File: src/design/fpr_pkg.sv
// Shared types and constants for the frequency to performance request block.
// Used by fpr_regs and freq_to_perf_request; depends on nothing.
`default_nettype none

package fpr_pkg;

  localparam int KHZ_W      = 24;
  localparam int LEVEL_W    = 8;
  localparam int POINT_W    = 16;
  localparam int STATUS_W   = 2;
  localparam int WORD_W     = 32;
  localparam int CFG_DATA_W = 32;
  localparam int CFG_ADDR_W = 5;

  // Offset divider: slope_num * nominal_point over slope_den.
  localparam int DIVA_DVD_W = LEVEL_W + POINT_W;
  localparam int DIVA_DVS_W = POINT_W;
  // Main divider: slope_num * target over slope_den * 1000.
  localparam int DIVB_DVD_W = LEVEL_W + KHZ_W;
  localparam int DIVB_DVS_W = POINT_W + 10;

  // Signed width of offset plus quotient.
  localparam int LVL_W = DIVB_DVD_W + 2;

  localparam logic [9:0]         KHZ_PER_MHZ = 10'd1000;
  localparam logic [LEVEL_W-1:0] LEVEL_MAX   = 8'd255;

  typedef enum logic [STATUS_W-1:0] {
    STAT_OK    = 2'd0,
    STAT_UNSUP = 2'd1,
    STAT_RANGE = 2'd2
  } status_t;

  typedef enum logic [2:0] {
    REG_LOWEST    = 3'd0,
    REG_NONLINEAR = 3'd1,
    REG_NOMINAL   = 3'd2,
    REG_HIGHEST   = 3'd3,
    REG_LOW_PT    = 3'd4,
    REG_NOM_PT    = 3'd5,
    REG_MAX_SPEED = 3'd6,
    REG_EPP       = 3'd7
  } reg_idx_t;

  typedef enum logic [1:0] {
    ST_IDLE,
    ST_MUL,
    ST_DIV,
    ST_WAIT
  } state_t;

  typedef struct packed {
    logic [LEVEL_W-1:0] lowest;
    logic [LEVEL_W-1:0] nonlinear;
    logic [LEVEL_W-1:0] nominal;
    logic [LEVEL_W-1:0] highest;
    logic [POINT_W-1:0] low_pt;
    logic [POINT_W-1:0] nom_pt;
    logic [POINT_W-1:0] max_speed;
    logic [LEVEL_W-1:0] epp;
  } cfg_t;

endpackage

`default_nettype wire

File: src/design/fpr_regs.sv
// Configuration register file with an APB-style slave port.
// Depends on fpr_pkg for the register indexes and the cfg_t bundle.
`default_nettype none

module fpr_regs (
  input  wire logic                            clk,
  input  wire logic                            rst_n,
  input  wire logic                            cfg_psel,
  input  wire logic                            cfg_penable,
  input  wire logic                            cfg_pwrite,
  input  wire logic [fpr_pkg::CFG_ADDR_W-1:0]  cfg_paddr,
  input  wire logic [fpr_pkg::CFG_DATA_W-1:0]  cfg_pwdata,
  output logic      [fpr_pkg::CFG_DATA_W-1:0]  cfg_prdata,
  output logic                                 cfg_pready,
  output fpr_pkg::cfg_t                        cfg
);

  fpr_pkg::cfg_t     cfg_r;
  fpr_pkg::reg_idx_t idx;
  logic              wr;

  assign idx        = fpr_pkg::reg_idx_t'(cfg_paddr[4:2]);
  assign wr         = cfg_psel & cfg_penable & cfg_pwrite;
  assign cfg_pready = 1'b1;
  assign cfg        = cfg_r;

  always_ff @(posedge clk) begin
    if (!rst_n) begin
      cfg_r <= '0;
    end else if (wr) begin
      unique case (idx)
        fpr_pkg::REG_LOWEST:    cfg_r.lowest    <= cfg_pwdata[fpr_pkg::LEVEL_W-1:0];
        fpr_pkg::REG_NONLINEAR: cfg_r.nonlinear <= cfg_pwdata[fpr_pkg::LEVEL_W-1:0];
        fpr_pkg::REG_NOMINAL:   cfg_r.nominal   <= cfg_pwdata[fpr_pkg::LEVEL_W-1:0];
        fpr_pkg::REG_HIGHEST:   cfg_r.highest   <= cfg_pwdata[fpr_pkg::LEVEL_W-1:0];
        fpr_pkg::REG_LOW_PT:    cfg_r.low_pt    <= cfg_pwdata[fpr_pkg::POINT_W-1:0];
        fpr_pkg::REG_NOM_PT:    cfg_r.nom_pt    <= cfg_pwdata[fpr_pkg::POINT_W-1:0];
        fpr_pkg::REG_MAX_SPEED: cfg_r.max_speed <= cfg_pwdata[fpr_pkg::POINT_W-1:0];
        fpr_pkg::REG_EPP:       cfg_r.epp       <= cfg_pwdata[fpr_pkg::LEVEL_W-1:0];
      endcase
    end
  end

  always_comb begin
    unique case (idx)
      fpr_pkg::REG_LOWEST:    cfg_prdata = fpr_pkg::CFG_DATA_W'(cfg_r.lowest);
      fpr_pkg::REG_NONLINEAR: cfg_prdata = fpr_pkg::CFG_DATA_W'(cfg_r.nonlinear);
      fpr_pkg::REG_NOMINAL:   cfg_prdata = fpr_pkg::CFG_DATA_W'(cfg_r.nominal);
      fpr_pkg::REG_HIGHEST:   cfg_prdata = fpr_pkg::CFG_DATA_W'(cfg_r.highest);
      fpr_pkg::REG_LOW_PT:    cfg_prdata = fpr_pkg::CFG_DATA_W'(cfg_r.low_pt);
      fpr_pkg::REG_NOM_PT:    cfg_prdata = fpr_pkg::CFG_DATA_W'(cfg_r.nom_pt);
      fpr_pkg::REG_MAX_SPEED: cfg_prdata = fpr_pkg::CFG_DATA_W'(cfg_r.max_speed);
      fpr_pkg::REG_EPP:       cfg_prdata = fpr_pkg::CFG_DATA_W'(cfg_r.epp);
    endcase
  end

endmodule

`default_nettype wire

File: src/design/fpr_div.sv
// Bit-serial restoring divider, one quotient bit per cycle.
// Stand-alone; the top level hands down the widths from fpr_pkg.
`default_nettype none

module fpr_div #(
  parameter int DVD_W = 24,
  parameter int DVS_W = 16
) (
  input  wire logic             clk,
  input  wire logic             rst_n,
  input  wire logic             start,
  input  wire logic [DVD_W-1:0] dividend,
  input  wire logic [DVS_W-1:0] divisor,
  output logic                  busy,
  output logic      [DVD_W-1:0] quotient
);

  localparam int CNT_W = $clog2(DVD_W + 1);

  logic [CNT_W-1:0] cnt_r;
  logic [DVD_W-1:0] q_r, q_nxt;
  logic [DVS_W-1:0] rem_r, rem_nxt;
  logic [DVS_W-1:0] dvs_r;
  logic [DVS_W:0]   shifted, diff;
  logic             ge;

  assign busy     = (cnt_r != '0);
  assign quotient = q_r;

  always_comb begin
    shifted = {rem_r, q_r[DVD_W-1]};
    ge      = (shifted >= {1'b0, dvs_r});
    diff    = shifted - {1'b0, dvs_r};
    rem_nxt = ge ? diff[DVS_W-1:0] : shifted[DVS_W-1:0];
    q_nxt   = {q_r[DVD_W-2:0], ge};
  end

  always_ff @(posedge clk) begin
    if (!rst_n) begin
      cnt_r <= '0;
    end else if (start) begin
      cnt_r <= CNT_W'(DVD_W);
    end else if (busy) begin
      cnt_r <= cnt_r - CNT_W'(1);
    end
  end

  always_ff @(posedge clk) begin
    if (start) begin
      q_r   <= dividend;
      rem_r <= '0;
      dvs_r <= divisor;
    end else if (busy) begin
      q_r   <= q_nxt;
      rem_r <= rem_nxt;
    end
  end

endmodule

`default_nettype wire

File: src/design/freq_to_perf_request.sv
// Top level: maps a target frequency to a performance request word.
// Instantiates fpr_regs and two fpr_div units; depends on fpr_pkg.
//
// An input word is taken only when the block is idle, and its result is
// registered in steps: the MUL state forms the products, the DIV state
// starts the dividers, the 32-bit bit-serial divider then runs to the end,
// and the WAIT state forms the level and loads the output register. The
// shorter offset divider runs alongside it. A finished result may wait on
// out_stall while the next input word is already being worked on.
`default_nettype none

module freq_to_perf_request (
  input  wire logic                            clk,
  input  wire logic                            rst_n,
  input  wire logic                            in_valid,
  output logic                                 in_stall,
  input  wire logic [fpr_pkg::KHZ_W-1:0]       in_target_khz,
  output logic                                 out_valid,
  input  wire logic                            out_stall,
  output logic      [fpr_pkg::STATUS_W-1:0]    out_status,
  output logic      [fpr_pkg::LEVEL_W-1:0]     out_desired_level,
  output logic      [fpr_pkg::WORD_W-1:0]      out_request_word,
  output logic                                 out_write_strobe,
  input  wire logic                            cfg_psel,
  input  wire logic                            cfg_penable,
  input  wire logic                            cfg_pwrite,
  input  wire logic [fpr_pkg::CFG_ADDR_W-1:0]  cfg_paddr,
  input  wire logic [fpr_pkg::CFG_DATA_W-1:0]  cfg_pwdata,
  output logic      [fpr_pkg::CFG_DATA_W-1:0]  cfg_prdata,
  output logic                                 cfg_pready
);

  localparam int LVL_W = fpr_pkg::LVL_W;

  fpr_pkg::cfg_t   cfg;
  fpr_pkg::state_t state_r, state_nxt;

  logic [fpr_pkg::KHZ_W-1:0]      khz_r;
  logic [fpr_pkg::DIVA_DVD_W-1:0] prod_a_r;
  logic [fpr_pkg::DIVA_DVS_W-1:0] dvs_a_r;
  logic [fpr_pkg::DIVB_DVD_W-1:0] prod_b_r;
  logic [fpr_pkg::DIVB_DVS_W-1:0] dvs_b_r;
  logic                           anchored_r, unsup_r, zero_r;

  logic                           anchored;
  logic [fpr_pkg::LEVEL_W-1:0]    num;
  logic [fpr_pkg::POINT_W-1:0]    den;

  logic                           div_start, busy_a, busy_b;
  logic [fpr_pkg::DIVA_DVD_W-1:0] quot_a;
  logic [fpr_pkg::DIVB_DVD_W-1:0] quot_b;

  logic                           ld;
  logic [LVL_W-1:0]               lvl;
  logic                           lvl_sat, lvl_nonpos;
  fpr_pkg::status_t               res_status;
  logic [fpr_pkg::LEVEL_W-1:0]    res_level;
  logic [fpr_pkg::WORD_W-1:0]     res_word;
  logic                           res_strobe, res_update;

  logic                           out_valid_r;
  fpr_pkg::status_t               out_status_r;
  logic [fpr_pkg::LEVEL_W-1:0]    out_level_r;
  logic [fpr_pkg::WORD_W-1:0]     out_word_r;
  logic                           out_strobe_r;
  logic [fpr_pkg::WORD_W-1:0]     last_req_r;

  fpr_regs u_regs (
    .clk         (clk),
    .rst_n       (rst_n),
    .cfg_psel    (cfg_psel),
    .cfg_penable (cfg_penable),
    .cfg_pwrite  (cfg_pwrite),
    .cfg_paddr   (cfg_paddr),
    .cfg_pwdata  (cfg_pwdata),
    .cfg_prdata  (cfg_prdata),
    .cfg_pready  (cfg_pready),
    .cfg         (cfg)
  );

  fpr_div #(
    .DVD_W (fpr_pkg::DIVA_DVD_W),
    .DVS_W (fpr_pkg::DIVA_DVS_W)
  ) u_div_offset (
    .clk      (clk),
    .rst_n    (rst_n),
    .start    (div_start),
    .dividend (prod_a_r),
    .divisor  (dvs_a_r),
    .busy     (busy_a),
    .quotient (quot_a)
  );

  fpr_div #(
    .DVD_W (fpr_pkg::DIVB_DVD_W),
    .DVS_W (fpr_pkg::DIVB_DVS_W)
  ) u_div_level (
    .clk      (clk),
    .rst_n    (rst_n),
    .start    (div_start),
    .dividend (prod_b_r),
    .divisor  (dvs_b_r),
    .busy     (busy_b),
    .quotient (quot_b)
  );

  // Slope selection from the configuration.
  always_comb begin
    anchored = (cfg.low_pt != '0) && (cfg.nominal > cfg.lowest) &&
               (cfg.nom_pt > cfg.low_pt);
    num      = anchored ? (cfg.nominal - cfg.lowest) : cfg.highest;
    den      = anchored ? (cfg.nom_pt - cfg.low_pt) : cfg.max_speed;
  end

  assign ld = (state_r == fpr_pkg::ST_WAIT) && !busy_a && !busy_b &&
              (!out_valid_r || !out_stall);

  always_ff @(posedge clk) begin
    if (!rst_n) begin
      state_r <= fpr_pkg::ST_IDLE;
    end else begin
      state_r <= state_nxt;
    end
  end

  always_comb begin
    state_nxt = state_r;
    in_stall  = 1'b1;
    div_start = 1'b0;
    unique case (state_r)
      fpr_pkg::ST_IDLE: begin
        in_stall = 1'b0;
        if (in_valid) begin
          state_nxt = fpr_pkg::ST_MUL;
        end
      end
      fpr_pkg::ST_MUL: begin
        state_nxt = fpr_pkg::ST_DIV;
      end
      fpr_pkg::ST_DIV: begin
        div_start = 1'b1;
        state_nxt = fpr_pkg::ST_WAIT;
      end
      fpr_pkg::ST_WAIT: begin
        if (ld) begin
          state_nxt = fpr_pkg::ST_IDLE;
        end
      end
    endcase
  end

  always_ff @(posedge clk) begin
    if (state_r == fpr_pkg::ST_IDLE && in_valid) begin
      khz_r <= in_target_khz;
    end
    if (state_r == fpr_pkg::ST_MUL) begin
      prod_a_r   <= fpr_pkg::DIVA_DVD_W'(num) * cfg.nom_pt;
      dvs_a_r    <= den;
      prod_b_r   <= fpr_pkg::DIVB_DVD_W'(num) * khz_r;
      dvs_b_r    <= fpr_pkg::DIVB_DVS_W'(den) * fpr_pkg::KHZ_PER_MHZ;
      anchored_r <= anchored;
      unsup_r    <= !anchored && (cfg.max_speed == '0);
      zero_r     <= (khz_r == '0);
    end
  end

  always_comb begin
    lvl = (anchored_r ? (LVL_W'(cfg.nominal) - LVL_W'(quot_a)) : '0) + LVL_W'(quot_b);
    lvl_nonpos = lvl[LVL_W-1] || (lvl == '0);
    lvl_sat    = !lvl[LVL_W-1] && (lvl > LVL_W'(fpr_pkg::LEVEL_MAX));
    res_status = fpr_pkg::STAT_OK;
    res_level  = '0;
    res_word   = last_req_r;
    res_strobe = 1'b0;
    res_update = 1'b0;
    priority if (zero_r) begin
      res_status = fpr_pkg::STAT_OK;
    end else if (unsup_r) begin
      res_status = fpr_pkg::STAT_UNSUP;
    end else if (lvl_nonpos) begin
      res_status = fpr_pkg::STAT_RANGE;
    end else begin
      res_level  = lvl_sat ? fpr_pkg::LEVEL_MAX : lvl[fpr_pkg::LEVEL_W-1:0];
      res_word   = {cfg.epp, res_level, cfg.nonlinear, cfg.highest};
      res_strobe = (res_word != last_req_r);
      res_update = 1'b1;
    end
  end

  always_ff @(posedge clk) begin
    if (!rst_n) begin
      out_valid_r <= 1'b0;
      last_req_r  <= '0;
    end else begin
      if (ld) begin
        out_valid_r <= 1'b1;
      end else if (!out_stall) begin
        out_valid_r <= 1'b0;
      end
      if (ld && res_update) begin
        last_req_r <= res_word;
      end
    end
  end

  always_ff @(posedge clk) begin
    if (ld) begin
      out_status_r <= res_status;
      out_level_r  <= res_level;
      out_word_r   <= res_word;
      out_strobe_r <= res_strobe;
    end
  end

  assign out_valid         = out_valid_r;
  assign out_status        = out_status_r;
  assign out_desired_level = out_level_r;
  assign out_request_word  = out_word_r;
  assign out_write_strobe  = out_strobe_r;

  a_word_tracks_last: assert property (@(posedge clk) disable iff (!rst_n)
    out_valid_r |-> (out_word_r == last_req_r))
    else $error("pending request word differs from the last request");

  a_strobe_only_ok: assert property (@(posedge clk) disable iff (!rst_n)
    (out_valid_r && out_strobe_r) |-> (out_status_r == fpr_pkg::STAT_OK))
    else $error("write strobe raised on a failed request");

  a_dividers_run: assert property (@(posedge clk) disable iff (!rst_n)
    (state_r == fpr_pkg::ST_DIV) |=> (busy_a && busy_b))
    else $error("dividers did not start");

endmodule

`default_nettype wire
File: config.mk
export PLATFORM = sky130hd
export DESIGN_NAME = freq_to_perf_request
export DESIGN_NICKNAME = d
export VERILOG_FILES = /design/src/design/fpr_pkg.sv /design/src/design/fpr_regs.sv /design/src/design/fpr_div.sv /design/src/design/freq_to_perf_request.sv
export SDC_FILE = /design/constraint.sdc
export NUM_CORES = 2
export LEC_CHECK = 0
export BUFFER_PORTS_ARGS = -buffer_cell sky130_fd_sc_hd__buf_4
export CAP_MARGIN = 20
export CORE_MARGIN = 3
export CORE_UTILIZATION = 64
export CTS_CLUSTER_DIAMETER = 150
export DETAILED_ROUTE_END_ITERATION = 8
export GPL_ROUTABILITY_DRIVEN = 0
export HOLD_SLACK_MARGIN = 0.05
export PLACE_DENSITY = 0.82
export SLEW_MARGIN = 5
export SYNTH_ARGS = -nofsm -noshare
export SYNTH_HDL_FRONTEND = slang
export SYNTH_SLANG_ARGS = --single-unit
File: constraint.sdc
create_clock -name clk -period 26 [get_ports clk]
set_input_delay 1.3 -clock clk [delete_from_list [all_inputs] [get_ports clk]]
set_output_delay 1.3 -clock clk [all_outputs]
set_load 0.01 [all_outputs]
==> out/qor.csv <==
stage,metric,value,unit
worst_setup_path,crit_slowest_cell,mux2_2,
clocking,clk-insertion-delay-late,0.62,ns
die,die-width,241.4,um
min_path,hp-class,register to register,
detailed_routing,drc,0,
power,total_power,3.352,mW
run_status,status,completed,
timing,fin_crit_sh,0.3935,
worst_setup_path,cpPeakStageDelay,0.91,ns
grt,grt_use_total,0.2966,
timing,holdWs,0.3950,ns
timing,hold_viol,0,
finish,drive_gt1_frac,0.09289,
power,ir_worst_vdd,0.00007504,V
timing,relSlewSlack,0.2904,
worst_setup_path,startpoint_type,register,
power,p_leak,16.97,nW
worst_setup_path,required,26.35,ns
detailed_routing,avgViaCountPerCell,6.102,
clocking,cts_buffers,48,
timing,tightest_slew,1.064,ns
logic_synthesis,synth_ff_type,edfxtp_1,
timing,setup_violations,0,
timing,period_needed,10.23,ns
finish,num-nets-final,4291,
detailed_routing,vias,27259,
finish,area_growth_syn_to_layout,8.955,%
clocking,cts_tree,yes,
worst_setup_path,critical_path_class,register to register,
clocking,ctsResizeCount,0,
clocking,cts_num_sinks,432,
clocking,h-tree-depth,2,
place,place_hpwl,61.41,mm
logic_synthesis,syn_area_per_cell,9.659,sq um
logic_synthesis,yosysWarnings,0,
worst_setup_path,worst-path-max-fanout,40,
logic_synthesis,syn-instance-count,3670,
clocking,clockBufferDepth,3,
die,die_y,241.4,um
detailed_routing,wl_per_cell,19.16,um
die,start_util,0.6523,
power,seq_power_share,0.328,
grt,grt_antenna_before_repair,3,
detailed_routing,first_pass_iters,7,
worst_setup_path,cp_data_arrival_time,10.59,ns
grt,grt_max_degree,98,
power,p_sw_frac,0.3910,
die,core_area,0.05435,sq mm
die,rows,85,
power,combPwrFrac,0.442,
timing,rsz0062_at_grt,false,
grt,grt_pass1_wl,138.6,mm
worst_setup_path,endpoint_kind,register,
place,place_area,0.03676,sq mm
grt,first_global_vias,26586,
detailed_routing,routed_wl,85.61,mm
clocking,ctsRootBufferMaster,clkbuf_16,
clocking,postCtsSetupRepairBufs,0,
grt,overflow,0,
worst_setup_path,ff2ff_setup_slack,15.77,ns
timing,max_freq,97.75,MHz
clocking,clk_pin_slew,0.07,ns
timing,tns,0,ns
power,p_sw,1.311,mW
logic_synthesis,async_flop_share,0,
power,power_density,86.79,mW/mm^2
logic_synthesis,ys_seq_area_frac,0.3163,
clocking,hold_buffers,0,
timing,clock-skew-final,0.05211,ns
logic_synthesis,synth_edf_count,256,
die,io_pins,146,
logic_synthesis,synth_seq_cells,432,
detailed_routing,drt_iter0_drc,2715,
logic_synthesis,yosys.cell_types.count,85,
die,dieArea,0.05825,sq mm
finish,fin_area,0.03862,sq mm
power,internal_power,2.042,mW
logic_synthesis,syn_area,0.03545,sq mm
job,cap_violations,0,
power,power_frac_clock,0.231,
detailed_routing,ant_nets,0,
timing,maxSlewViolCount,0,
place,numPortBuffers,110,
state kept, by name (all words and copies together), names as in the netlist, 24 cells and up:
signal                 cells
u_regs.cfg                88
last_req_r                32
out_request_word          32
prod_b_r                  32
u_div_level.quotient      32
u_div_level.rem_r         26
khz_r                     24
prod_a_r                  24
u_div_offset.quotient     24
per-layer routing:
metal | GRT usage | routed length (um) | vias up
li1 | - | - | 12512
met1 | 0.4502 | 38120 | 13249
met2 | 0.4362 | 36480 | 1293
met3 | 0.05533 | 8575 | 205
met4 | 0.08582 | 2429 | 0
met5 | 0 | 0 | -
metrics by stage:
step	util	worst slack [ns]	instances
after floorplan	-	17.47	3685
after global placement	0.6765	16.16	4372
after detailed placement	0.6765	16.02	4372
after CTS	0.7098	15.90	4462
after global routing	0.7106	15.05	4464
final	0.7107	15.77	4467
critical path: cells and delay by family (launching register included):
kind	cells	cell delay (ns)
AO/OA/AOI/OAI	18	4.33
XOR/XNOR	1	0.07
adder cells (fa/ha/maj)	7	2.90
buffers and inverters	5	0.62
flip-flops	1	0.41
multiplexers	1	0.91
AND/OR/NAND/NOR	4	0.69
kinds of logic (layout without fill, tap and decap cells):
logic type	Yosys count	count (layout)	share of synthesized area
AO/OA/AOI/OAI	621	621	0.1152
XOR/XNOR	166	166	0.04101
adder cells (fa/ha/maj)	538	538	0.2486
AND/OR/NAND/NOR	1128	1128	0.1546
buffers and inverters	586	626	0.06494
flip-flops	432	432	0.3163
multiplexers	197	197	0.05923
other	2	20	0.0002119
cells in the mapped netlist, types with 31 or more instances:
library cell / n / area share
fa_1: 277 / 0.16
nor2b_1: 132 / 0.023
nor2_1: 256 / 0.027
xor2_1: 57 / 0.014
mux2i_1: 104 / 0.029
and2_1: 89 / 0.016
nor3_1: 62 / 0.0088
nand4_1: 31 / 0.0055
nand2_1: 351 / 0.037
nand2b_1: 31 / 0.0055
edfxtp_1: 256 / 0.22
a21o_1: 64 / 0.014
inv_1: 401 / 0.042
xnor2_1: 109 / 0.027
a211oi_1: 54 / 0.011
clkbuf_1: 131 / 0.014
nand3_1: 50 / 0.0071
mux2_2: 92 / 0.029
a21oi_1: 188 / 0.027
o21ai_0: 101 / 0.014
ha_1: 261 / 0.092
dfxtp_1: 176 / 0.099
area by class of cell:
cell class,count,area [sq um]
flip-flops and latches,432,11210
inverters,402,1511
repair buffers,134,1033
fillers,3885,15720
diodes,3,7.507
multi-input cells,2667,22130
clock buffers,62,1340
clock inverters,28,469.2
well taps,739,924.6
power by group through the flow:
stage                     clock network (mW)  registers, mW  logic [mW]
after floorplan                            0           1.05        1.16
after global placement                     0           1.10        1.40
after detailed placement                   0           1.11        1.43
after CTS                              0.780           1.09        1.45
after global routing                   0.806           1.12        1.64
final                                  0.773           1.10        1.48
cells in the final DEF (no fill, tap or decap), types with 8 or more instances in the layout:
master     count
o211ai_1      12
a311oi_1      10
a31oi_1       21
or3_1         26
and2_1        89
o22ai_1       10
edfxtp_1     256
nor4_1        28
buf_4        132
a21oi_1      187
and3_1        27
o21ai_0      101
nor3b_1        8
nand2b_1      31
bufinv_16     10
a211oi_1      54
nand4_1       31
clkbuf_16     50
a21boi_0      13
mux2i_1       99
ha_1         259
fa_1         277
nand2_1      351
inv_1        401
nor2b_1      132
mux2_2        92
o21bai_1      23
nand3_1       50
a211o_1       12
a21o_1        64
conb_1        17
nor3_1        61
or2_2          8
xnor2_1      109
dfxtp_1      176
o21a_1        27
nor2_1       256
xor2_1        57
worst paths after layout:
kind | end | cells past startpoint | start
worst max-delay path | prod_b_r[30]$_DFFE_PN_ | 36 | u_regs.cfg[24]$_SDFFE_PN0P_
worst min-delay path | u_div_level.dvs_r[10]$_DFFE_PP_ | 0 | dvs_b_r[10]$_DFFE_PN_
worst max register to register | prod_b_r[30]$_DFFE_PN_ | 36 | u_regs.cfg[24]$_SDFFE_PN0P_
worst min register to register | u_div_level.dvs_r[10]$_DFFE_PP_ | 0 | dvs_b_r[10]$_DFFE_PN_
(Power assumes the default switching activity.)
